===== config.mk =====
export PLATFORM = sky130hd
export DESIGN_NAME = spq_cell
export DESIGN_NICKNAME = d
export VERILOG_FILES = /design/src/rtl/spq_pkg.sv /design/src/rtl/spq_cell.sv
export SDC_FILE = /design/constraint.sdc
export NUM_CORES = 1
export LEC_CHECK = 0
export ABC_AREA = 0
export BUFFER_PORTS_ARGS = -buffer_cell sky130_fd_sc_hd__buf_4
export CAP_MARGIN = 20
export CORE_AREA = 4 4 126 128
export DETAILED_ROUTE_END_ITERATION = 12
export DIE_AREA = 0 0 130 132
export GPL_ROUTABILITY_DRIVEN = 0
export PLACE_DENSITY = 0.7
export SYNTH_ARGS = -nofsm -noshare
export SYNTH_HDL_FRONTEND = slang
export SYNTH_SLANG_ARGS = --single-unit

===== constraint.sdc =====
create_clock -name clk -period 5.3 [get_ports clk]
set_input_delay 1.325 -clock clk [delete_from_list [all_inputs] [get_ports clk]]
set_output_delay 1.325 -clock clk [all_outputs]
set_load 0.01 [all_outputs]

===== src/rtl/spq_pkg.sv =====
// Package for the sorted priority queue: entry and command types,
// operation and status codes, and the default capacity.
// No dependencies.
package spq_pkg;

  localparam int SPQ_CAPACITY = 16;
  localparam int DATA_W = 32;
  localparam int OCC_W = 5;

  localparam logic OP_INSERT = 1'b0;
  localparam logic OP_REMOVE = 1'b1;

  localparam logic [1:0] ST_DONE = 2'd0;
  localparam logic [1:0] ST_FULL = 2'd1;
  localparam logic [1:0] ST_EMPTY = 2'd2;

  typedef struct packed {
    logic vld;
    logic signed [DATA_W-1:0] value;
    logic signed [DATA_W-1:0] prio;
  } entry_t;

  typedef struct packed {
    logic insert;
    logic remove;
    logic signed [DATA_W-1:0] value;
    logic signed [DATA_W-1:0] prio;
  } cmd_t;

endpackage


===== src/rtl/spq_cell.sv =====
// One slot of the sorted chain: holds an entry, compares it with the incoming
// priority and takes its own, the new, the left or the right entry each cycle.
// Depends on spq_pkg.
module spq_cell
  import spq_pkg::*;
(
  input  logic   clk,
  input  logic   rst,
  input  cmd_t   cmd,
  input  entry_t left,
  input  logic   left_after,
  input  entry_t right,
  output entry_t cur,
  output logic   after,
  output entry_t nxt
);

  entry_t slot;

  assign cur = slot;
  assign after = slot.vld && (slot.prio >= cmd.prio);

  always_comb begin
    nxt = slot;
    if (cmd.remove) begin
      nxt = right;
    end else if (cmd.insert && !after) begin
      if (left_after) begin
        nxt.vld = 1'b1;
        nxt.value = cmd.value;
        nxt.prio = cmd.prio;
      end else begin
        nxt = left;
      end
    end
  end

  always_ff @(posedge clk) begin
    if (rst) begin
      slot.vld <= 1'b0;
    end else begin
      slot.vld <= nxt.vld;
    end
    slot.value <= nxt.value;
    slot.prio <= nxt.prio;
  end

endmodule


==> results of run 1 <==
-- report_power, final --
part	leakage, uW	switching, uW	total (uW)	internal (uW)
Combinational	0.00309	470	957	487
Sequential	0.000547	60.0	629	569
Clock	0.000134	220	568	348
Total	0.00377	750	2150	1400
-- worst min-delay path by stage --
stage	start	endpoint	slack, ps	cells past startpoint
floorplan	cur[55]	cur[55]	640	2
detailed placement	cur[50]	cur[50]	550	2
CTS	cur[50]	cur[50]	570	2
global placement	cur[39]	cur[39]	550	2
finish	cur[55]	cur[55]	570	2
global route	cur[62]	cur[62]	590	2
-- repair_timing --
action / CTS / global route
gates resized for setup: 0 / 1
endpoints found under the hold margin: 0 / 0
buffers inserted: 0 / 3
endpoints found under the setup margin: 0 / 50
-- metrics by stage --
step | worst slack (ps) | std cells
6_report | 176.1 | 996
5_1_grt | 20.30 | 996
4_1_cts | 35.21 | 993
3_5_place_dp | 47.51 | 980
3_3_place_gp | 69.86 | 980
2_1_floorplan | 585.4 | 500
-- logic make-up (layout without fill, tap and decap cells) --
| logic type | count (synthesis) | count (layout) |
|---|---|---|
| xor gates and xnor gates | 1 | 1 |
| muxes | 64 | 64 |
| and+or+nand+nor | 157 | 157 |
| DFF | 65 | 65 |
| buffers and inverters | 85 | 393 |
| AOI/OAI and AO/OA | 96 | 96 |
| adders and majority gates | 32 | 32 |
-- critical path: stages --
cell and delay [ps]:
buf_4 90, inv_1 40, ha_1 310, a21oi_1 150
o21ai_1 100, a221oi_2 330, nor3b_2 90, a2111o_2 460
and2_4 210, buf_12 190, o311ai_2 310, buf_4 190
-- cells in the mapped netlist (2+ instances only) --
| cell type | count | area [sq um] |
|---|---|---|
| nand4_1 | 7 | 43.79 |
| buf_6 | 7 | 78.83 |
| o311ai_1 | 4 | 35.03 |
| buf_2 | 2 | 10.01 |
| mux2i_1 | 64 | 640.6 |
| nor3_1 | 2 | 10.01 |
| nand3_1 | 4 | 20.02 |
| inv_1 | 36 | 135.1 |
| nand4b_1 | 64 | 560.5 |
| a211oi_1 | 3 | 22.52 |
| o311ai_2 | 60 | 975.9 |
| clkbuf_1 | 39 | 146.4 |
| a21oi_1 | 15 | 75.07 |
| o21ai_1 | 5 | 25.02 |
| nand2_1 | 72 | 270.3 |
| dfxtp_1 | 65 | 1301 |
| ha_1 | 32 | 400.4 |
-- routing by layer --
| layer | vias up | global-route usage (%) | routed length, um |
|---|---|---|---|
| met5 | - | 0 | 0 |
| met3 | 23 | 7.253 | 1761 |
| met4 | 0 | 6.062 | 318 |
| met1 | 2478 | 24.75 | 7294 |
| met2 | 229 | 35.93 | 9340 |
| li1 | 2526 | - | - |
-- cell type report --
cell class	count	share of cell area, %
inverters	36	1.711
well taps	188	2.979
clock buffers	13	3.423
repair buffers	344	34.18
multi-input cells	350	41.23
flip-flops and latches	65	16.48
==> metrics, run 1 <==
Initial DRC Count=212; outcome=finished clean; Simple-Gate Fraction of Synth Area=19.78%; H-tree depth=3; main combinational cell family by area after synthesis=compound AO/OA/AOI/OAI gates; Root Buffer Master=clkbuf_16; count of flip-flops with a built-in enable after synthesis=0; # IOs=330; Leakage=~0.0038 uW; Largest register FFs=65; mux contribution to synthesized area=between 10% and 20%; clk slew on worst S/H paths=~50 ps; vias in the first global route=approximately 5400; Initial Util=33.02%; Slew Viols, Final=0; Tmin final=between 5000 and 6000 ps; std cell rows=45; crit path DAT=3800 ps; CP endpoint=nxt[48]; hold slack=566.5 ps; Critical Path Sink Type=output port; total routed wirelength=18720 um; Yosys reg bits=65; Area Overhead vs Synth=60.87%; RSZ-0062 raised after global routing=false; drt wl/cell=between 15 and 20 um; DP HPWL=14550 um; syn_nets=731; Async S/R FF share, synth=0%; worst hold path type=register to register; clk sink count=65; worst slew pin tran=532.7 ps; PortBufs=329; Vias/cell=between 5 and 6; DRT antenna net count=0; f_max=about 0.20 GHz; prevailing post-synth register cell=dfxtp_1; Ys Warns=0; Data required, critical path=3970 ps; commonest cells after routing, fill and taps aside=buf_4 (334), nand2_1 (72), dfxtp_1 (65), mux2i_1 (64), nand4b_1 (64); antenna violations before repair=0; Cell Pwr Density=~270 nW/um^2; Fillers=1372; layout cells sized above 1=between 50% and 60%; total grt overflow=0; Setup CP Type=input pin to output port; Residual DRC=0; CP Max Fanout=19; reg2reg path depth=9; Die Y=approximately 130 um; setup violators final=0; worst skew pair latency=340 ps; R2R Setup Slk=~2700 ps; Worst R2R Start=cur[7]; fin util=53.12%; Sequential Area=1301 sq um; area occupied by multi-input gates=3256 sq um; Worst setup startpoint=cmd[7]; NumNets Final=1037; routed vias=5256; overall routing resource usage=a little over a fifth; CTS Buf Count=9; worst r2r dst=cur[48]; Unique masters post-synth=36; Post-Syn Area per Cell=~9.8 sq um; Core Area=14860 sq um; diodes inserted=0; register area share after synthesis=26.51%; setup TNS=0 ps; die width=roughly 130 um; worst rel slew slack=64.49%; Setup Skew=9.525 ps; Fin. Hold Viols=0; Final period util=96.68%; CP Launch Type=input pin; placed cell area=7584 sq um; Clock Path Buffers=2; Total Power=roughly 2200 uW; Synth Area in XOR/XNOR=less than 1%; hold_buf cts=0; max_cap viols=0; die area=17160 sq um; cell area after synthesis=4908 sq um; post-synthesis adder-cell area fraction=8.157%; TritonRoute pass-1 iters=4; Synth Area in Compound Gates=between 20 and 25%; post-synthesis cell count=500; commonest non-fill, non-tap cell in the layout=buf_4; CTS tree=yes; first-pass GRT wire length=28540 um; peak supply drop=~190 uV; fin area=7896 sq um; largest net degree at the start of global routing=67
(Power assumes the default switching activity.)
==> run 2: changes to the inputs <==
CORE_AREA = 4 4 125 127   (was 4 4 126 128)
DIE_AREA = 0 0 129 131   (was 0 0 130 132)
MAX_ROUTING_LAYER = met4   (was default)
PLACE_DENSITY = 0.71   (was 0.7)
clock period = 6.4 ns   (was 5.3 ns; I/O delays follow)
==> metrics, run 2 (synthesis gave the netlist of run 1 again) <==
Clock Path Buffers=2 (unchanged); CP Launch Type=input pin; Vias/cell=5.297 (+0.37%); WP depth=11 (-1); DRT antenna net count=0 (unchanged); delay of the slowest cell on the worst path=550 ps (+90 ps); DP HPWL=14200 um (-2.4%); setup TNS=0 ps (unchanged); commonest non-fill, non-tap cell in the layout=buf_4; Root Buffer Master=clkbuf_16; reg2reg path depth=8 (-1); GR Util met2=34.66% (-1.3 points); R2R Setup Slk=3350 ps (+640 ps); Setup Skew=9.225 ps (-0.3001 ps); fin util=54.04% (+0.92 points); CP delay by family, top=simple AND/OR/NAND/NOR gates; die width=129 um (-0.77%); std cell rows=44 (-2.2%); worst skew pair latency=330 ps (about the same); worst r2r dst=cur[44]; PortBufs=329 (unchanged); HP Start=cur[45]; hold_buf cts=0 (unchanged); total routed wirelength=18760 um (+0.21%); vias in the first global route=5243 (-2.0%); TritonRoute pass-1 iters=7 (+3); met1 capacity usage during global routing=26.56% (+1.8 points); largest net degree at the start of global routing=82 (+22%); CP Max Fanout=35 (+16); # IOs=330 (unchanged); Cell Pwr Density=230.2 nW/um^2 (-16%); Final period util=94.26%; diodes inserted=0 (unchanged); antenna violations before repair=0 (unchanged); Residual DRC=0 (unchanged); Setup CP Type=input pin to output port; commonest cells after routing, fill and taps aside=buf_4 (332), nand2_1 (72), dfxtp_1 (65), mux2i_1 (64), nand4b_1 (64); grt met3 use=4.512% (-2.7 points); Total Power=1794 uW (-17%); worst slew pin tran=814.1 ps (+281.4 ps); outcome=finished clean; layout cells sized above 1=52.05% (-0.42 points); Post-CTS Setup Bufs=0 (unchanged); Core Area=14420 sq um (-3.0%); clk slew on worst S/H paths=50 ps (about the same); Tmin final=a little over 6000 ps; total grt overflow=0 (unchanged); Initial DRC Count=223 (+5.2%); CP endpoint=nxt[44]; final worst slack=367.1 ps (+191.1 ps); Worst setup startpoint=cmd[31]; worst rel slew slack=45.73% (-19 points); Largest register FFs=65 (unchanged); worst path cell trace=buf_4 > inv_1 > ha_1 > nand4_2 > nor4_2 > nor3b_2 > a2111o_2 > and2_4 > buf_12 > o311ai_2 > buf_4; Area Overhead vs Synth=58.81%; CTS tree=yes; Critical Path Sink Type=output port; Crit-path slowest cell=and2_4; die area=16900 sq um (-1.5%); Data required, critical path=4800 ps (+830 ps); Leakage=0.003724 uW (-1.1%); f_max=0.1658 GHz; H-tree depth=3 (unchanged); Top Usage Layer GRT=met2; max_cap viols=0 (unchanged); routed vias=5228 (-0.53%); buffers and inverters on the worst path=4 (unchanged); Initial Util=34.03% (+1.0 points); Slew Viols, Final=0 (unchanged); Die Y=131 um (-0.76%); most used cell, CP=buf_4; Worst R2R Start=cur[31]; pre-CTS setup slack=355.5 ps (+308.0 ps); NumNets Final=1030 (-0.68%); Fin. Hold Viols=0 (unchanged); overall routing resource usage=21.57% (+0.54 points); first-pass GRT wire length=27900 um (-2.2%); RSZ-0062 raised after global routing=false; CTS Buf Count=9 (unchanged); crit path DAT=4430 ps (+630 ps); setup violators final=0 (unchanged); peak supply drop=126.9 uV (-35%); drt wl/cell=19.00 um (+1.1%); PostCTS Resize Cnt=0 (unchanged); clk sink count=65 (unchanged); worst hold path type=register to register
[run 2: cell types whose count changed in the layout (fill, tap and decap cells not counted), sizes merged]
cell / before / now
clkbuf: 13 / 12
clkinv: 0 / 2
bufinv: 0 / 1
buf: 344 / 337
[run 2: tightest hold or removal path, delay by kind of cell, from the launching register on]
| family | cells | cell delay, ps |
|---|---|---|
| DFF | 1 | 330 |
| and+or+nand+nor | 1 | 100 |
| AOI/OAI and AO/OA | 1 | 100 |
[run 2: layer usage]
| metal | vias to the layer above | share of wire (%) |
|---|---|---|
| li1 | 2519 | - |
| met1 | 2443 | 42 |
| met2 | 235 | 48 |
| met3 | 31 | 7.7 |
| met4 | 0 | 2.7 |
| met5 | - | 0 |
[run 2: cell type report]
class | count | area (sq um)
fill | 1321 | 6629
clock buffer | 12 | 256.5
tap | 184 | 230.2
multi-input combinational | 350 | 3248
timing repair buffer | 337 | 2584
inverter | 36 | 135.1
sequential | 65 | 1301
clock inverter | 3 | 40.04
[run 2: metrics by stage]
step | cells | cell area [sq um] | hold WS, ps
floorplan | 500 | 4908 | 637.1
global placement | 972 | 7498 | 547.7
detailed placement | 972 | 7498 | 552.2
CTS | 987 | 7795 | 568.1
global route | 987 | 7795 | 596.9
finish | 987 | 7795 | 568.3
[run 2: worst min-delay path by stage]
stage	end	slack, ps	cells after the start
3_3_place_gp	cur[51]	550	2
4_1_cts	cur[54]	570	2
2_1_floorplan	cur[55]	640	2
3_5_place_dp	cur[54]	550	2
6_report	cur[45]	570	2
5_1_grt	cur[35]	600	2
[run 2: where the power goes]
part | total (uW) | switching, uW | leakage (uW) | internal (uW)
registers | 519 | 48.2 | 0.000547 | 471
logic | 770 | 388 | 0.00303 | 382
clock network | 506 | 186 | 0.000148 | 320
==> run 3: changes to the inputs <==
ABC_AREA = 1   (was 0)
CORE_AREA = 4 4 128 130   (was 4 4 125 127)
DIE_AREA = 0 0 132 134   (was 0 0 129 131)
PLACE_DENSITY = 0.67   (was 0.71)
==> metrics, run 3 <==
routed vias=5664 (+8.3%); commonest non-fill, non-tap cell in the layout=buf_4; GR Util met2=36.52% (+1.9 points); grt met3 use=5.364% (+0.85 points); NumNets Final=1275 (+24%); CTS Buf Count=9 (unchanged); Synth Area in XOR/XNOR=0% (-0.18 points); top post-synthesis cells by count=nand2_1 (259), nand3_1 (122), inv_1 (102), dfxtp_1 (65); worst skew pair latency=340 ps (about the same); fin util=50.48% (-3.6 points); mux contribution to synthesized area=7.003% (-6.0 points); outcome=finished clean; Post-CTS Setup Bufs=0 (unchanged); switching share of power=31.20% (-3.5 points); Clock Path Buffers=2 (unchanged); Initial Util=31.14% (-2.9 points); first-pass GRT wire length=28910 um (+3.6%); post-synthesis adder-cell area fraction=8.488% (+0.33 points); DP HPWL=14120 um (-0.52%); f_max=0.1746 GHz (+5.3%); H-tree depth=3 (unchanged); Setup CP Type=input pin to output port; crit path DAT=4130 ps (-300 ps); power share of the sequential group=29.0% (about the same); hold_buf cts=0 (unchanged); Vias/cell=4.579 (-14%); std cell rows=45 (+2.3%); CTS tree=yes; main combinational cell family by area after synthesis=simple AND/OR/NAND/NOR gates; antenna violations before repair=0 (unchanged); Root Buffer Master=clkbuf_16; Cell Pwr Density=220.1 nW/um^2 (-4.4%); # IOs=330 (unchanged); PostCTS Resize Cnt=0 (unchanged); Clk pwr share=36.2% (+8.0 points); hold depth=4 (+2); Top Usage Layer GRT=met2; vias in the first global route=5615 (+7.1%); overall routing resource usage=21.01% (-0.56 points); TritonRoute pass-1 iters=5 (-2); Tmin final=5727 ps (-305.9 ps); worst hold path type=register to register; Leakage=0.004466 uW (+20%); combinational share of power=34.8% (-8.1 points); worst rel slew slack=42.19% (-3.5 points); Fin. Hold Viols=0 (unchanged); max_cap viols=0 (unchanged); Setup Skew=10.31 ps (+1.088 ps); Post-Syn Area per Cell=6.366 sq um (-35%); Residual DRC=0 (unchanged); Final period util=89.48% (-4.8 points); total grt overflow=0 (unchanged); synth top area cells=dfxtp_1 (28%), nand2_1 (21%), nand3_1 (13%); Critical Path Sink Type=output port; PortBufs=329 (unchanged); dpl cells=1221 (+26%); count of flip-flops with a built-in enable after synthesis=0 (unchanged); setup TNS=0 ps (unchanged); Yosys reg bits=65 (unchanged); die width=132 um (+2.3%); diodes inserted=0 (unchanged); prevailing post-synth register cell=dfxtp_1; Initial DRC Count=186 (-17%); internal power=1158 uW (-1.2%); Unique masters post-synth=25 (-31%); Synth area leader=dfxtp_1; Synth Area in Compound Gates=5.836% (-19 points); Core Area=15150 sq um (+5.0%); peak supply drop=153.1 uV (+21%); met1 capacity usage during global routing=23.67% (-2.9 points); Die Y=134 um (+2.3%); Finished Layout Cells=1237 (+25%); total routed wirelength=18760 um (about the same); DRT antenna net count=0 (unchanged); Slew Viols, Final=0 (unchanged); layout cells sized above 1=35.18% (-17 points); setup violators final=0 (unchanged); Synth top area share=27.59% (+1.1 points); worst slew pin tran=867.2 ps (+53.08 ps); Largest register FFs=65 (unchanged); Simple-Gate Fraction of Synth Area=37.75% (+18 points); clk slew on worst S/H paths=50 ps (about the same); cell area after synthesis=4717 sq um (-3.9%); Area Overhead vs Synth=62.07%; die area=17690 sq um (+4.7%); Data required, critical path=4800 ps (about the same); most frequent cell after synthesis=nand2_1; Ys Warns=0 (unchanged); RSZ-0062 raised after global routing=false; commonest cells after routing, fill and taps aside=buf_4 (333), nand2_1 (259), nand3_1 (122), inv_1 (102), dfxtp_1 (65); Async S/R FF share, synth=0% (unchanged); Net Switching=525.1 uW (-16%); post-synthesis cell count=741 (+48%); drt wl/cell=15.17 um (-20%); register area share after synthesis=27.59% (+1.1 points); clk sink count=65 (unchanged); largest net degree at the start of global routing=68 (-17%); syn_nets=972 (+33%); reg2reg path depth=13 (+5); CP Launch Type=input pin; CP Max Fanout=27 (-23%)
## run 3: critical path: stages
cell	delay, ps
buf_4	80
inv_1	40
ha_1	360
nand2_1	100
nor2_2	120
nand2_1	100
nor3b_2	260
nand2_1	100
nand3_1	90
nand3_2	100
nand2_4	310
buf_4	380
nand3_1	130
nand3_1	130
nand2_1	80
buf_4	150
## run 3: final timing paths
| kind | from | end | slack, ps |
|---|---|---|---|
| worst min register to register | cur[42] | cur[42] | 560 |
| worst min-delay path | cur[42] | cur[42] | 560 |
| worst max-delay path | cmd[31] | nxt[4] | 670 |
| worst max register to register | cur[31] | cur[4] | 3700 |
## run 3: layer usage
layer	wire [um]	vias to the layer above
met4	352	0
met3	1361	24
met1	7629	2432
met2	9419	243
li1	-	2965
met5	0	-
## run 3: layout make-up
| class | instances | area (sq um) |
|---|---|---|
| Inverter | 106 | 397.9 |
| Fill cell | 1548 | 7501 |
| Multi-Input combinational cell | 526 | 2786 |
| Clock inverter | 4 | 97.59 |
| Clock buffer | 12 | 266.5 |
| Timing Repair Buffer | 336 | 2560 |
| Sequential cell | 65 | 1301 |
| Tap cell | 188 | 235.2 |
## run 3: stage by stage
| stage | power (uW) | area (sq um) | hold slack [ps] | worst slack (ps) |
|---|---|---|---|---|
| 6_report | 1683 | 7645 | 555.7 | 673.0 |
| 2_1_floorplan | 780.3 | 4717 | 632.2 | 1559 |
| 5_1_grt | 1791 | 7645 | 592.1 | 369.6 |
| 3_5_place_dp | 1087 | 7281 | 546.4 | 597.5 |
| 3_3_place_gp | 1085 | 7281 | 542.3 | 600.9 |
| 4_1_cts | 1713 | 7645 | 558.5 | 584.9 |
## run 3: cells by family after synthesis
logic type,count (synthesis)
and+or+nand+nor,408
buffers and inverters,150
DFF,65
AOI/OAI and AO/OA,53
muxes,33
adders and majority gates,32
## run 3: power by group through the flow
stage                     sequential, uW  clock (uW)  combinational, uW
after global routing                 494         645                652
after global placement               495           0                589
after CTS                            488         630                594
after detailed placement             497           0                591
final                                488         609                585
after floorplan                      512           0                269
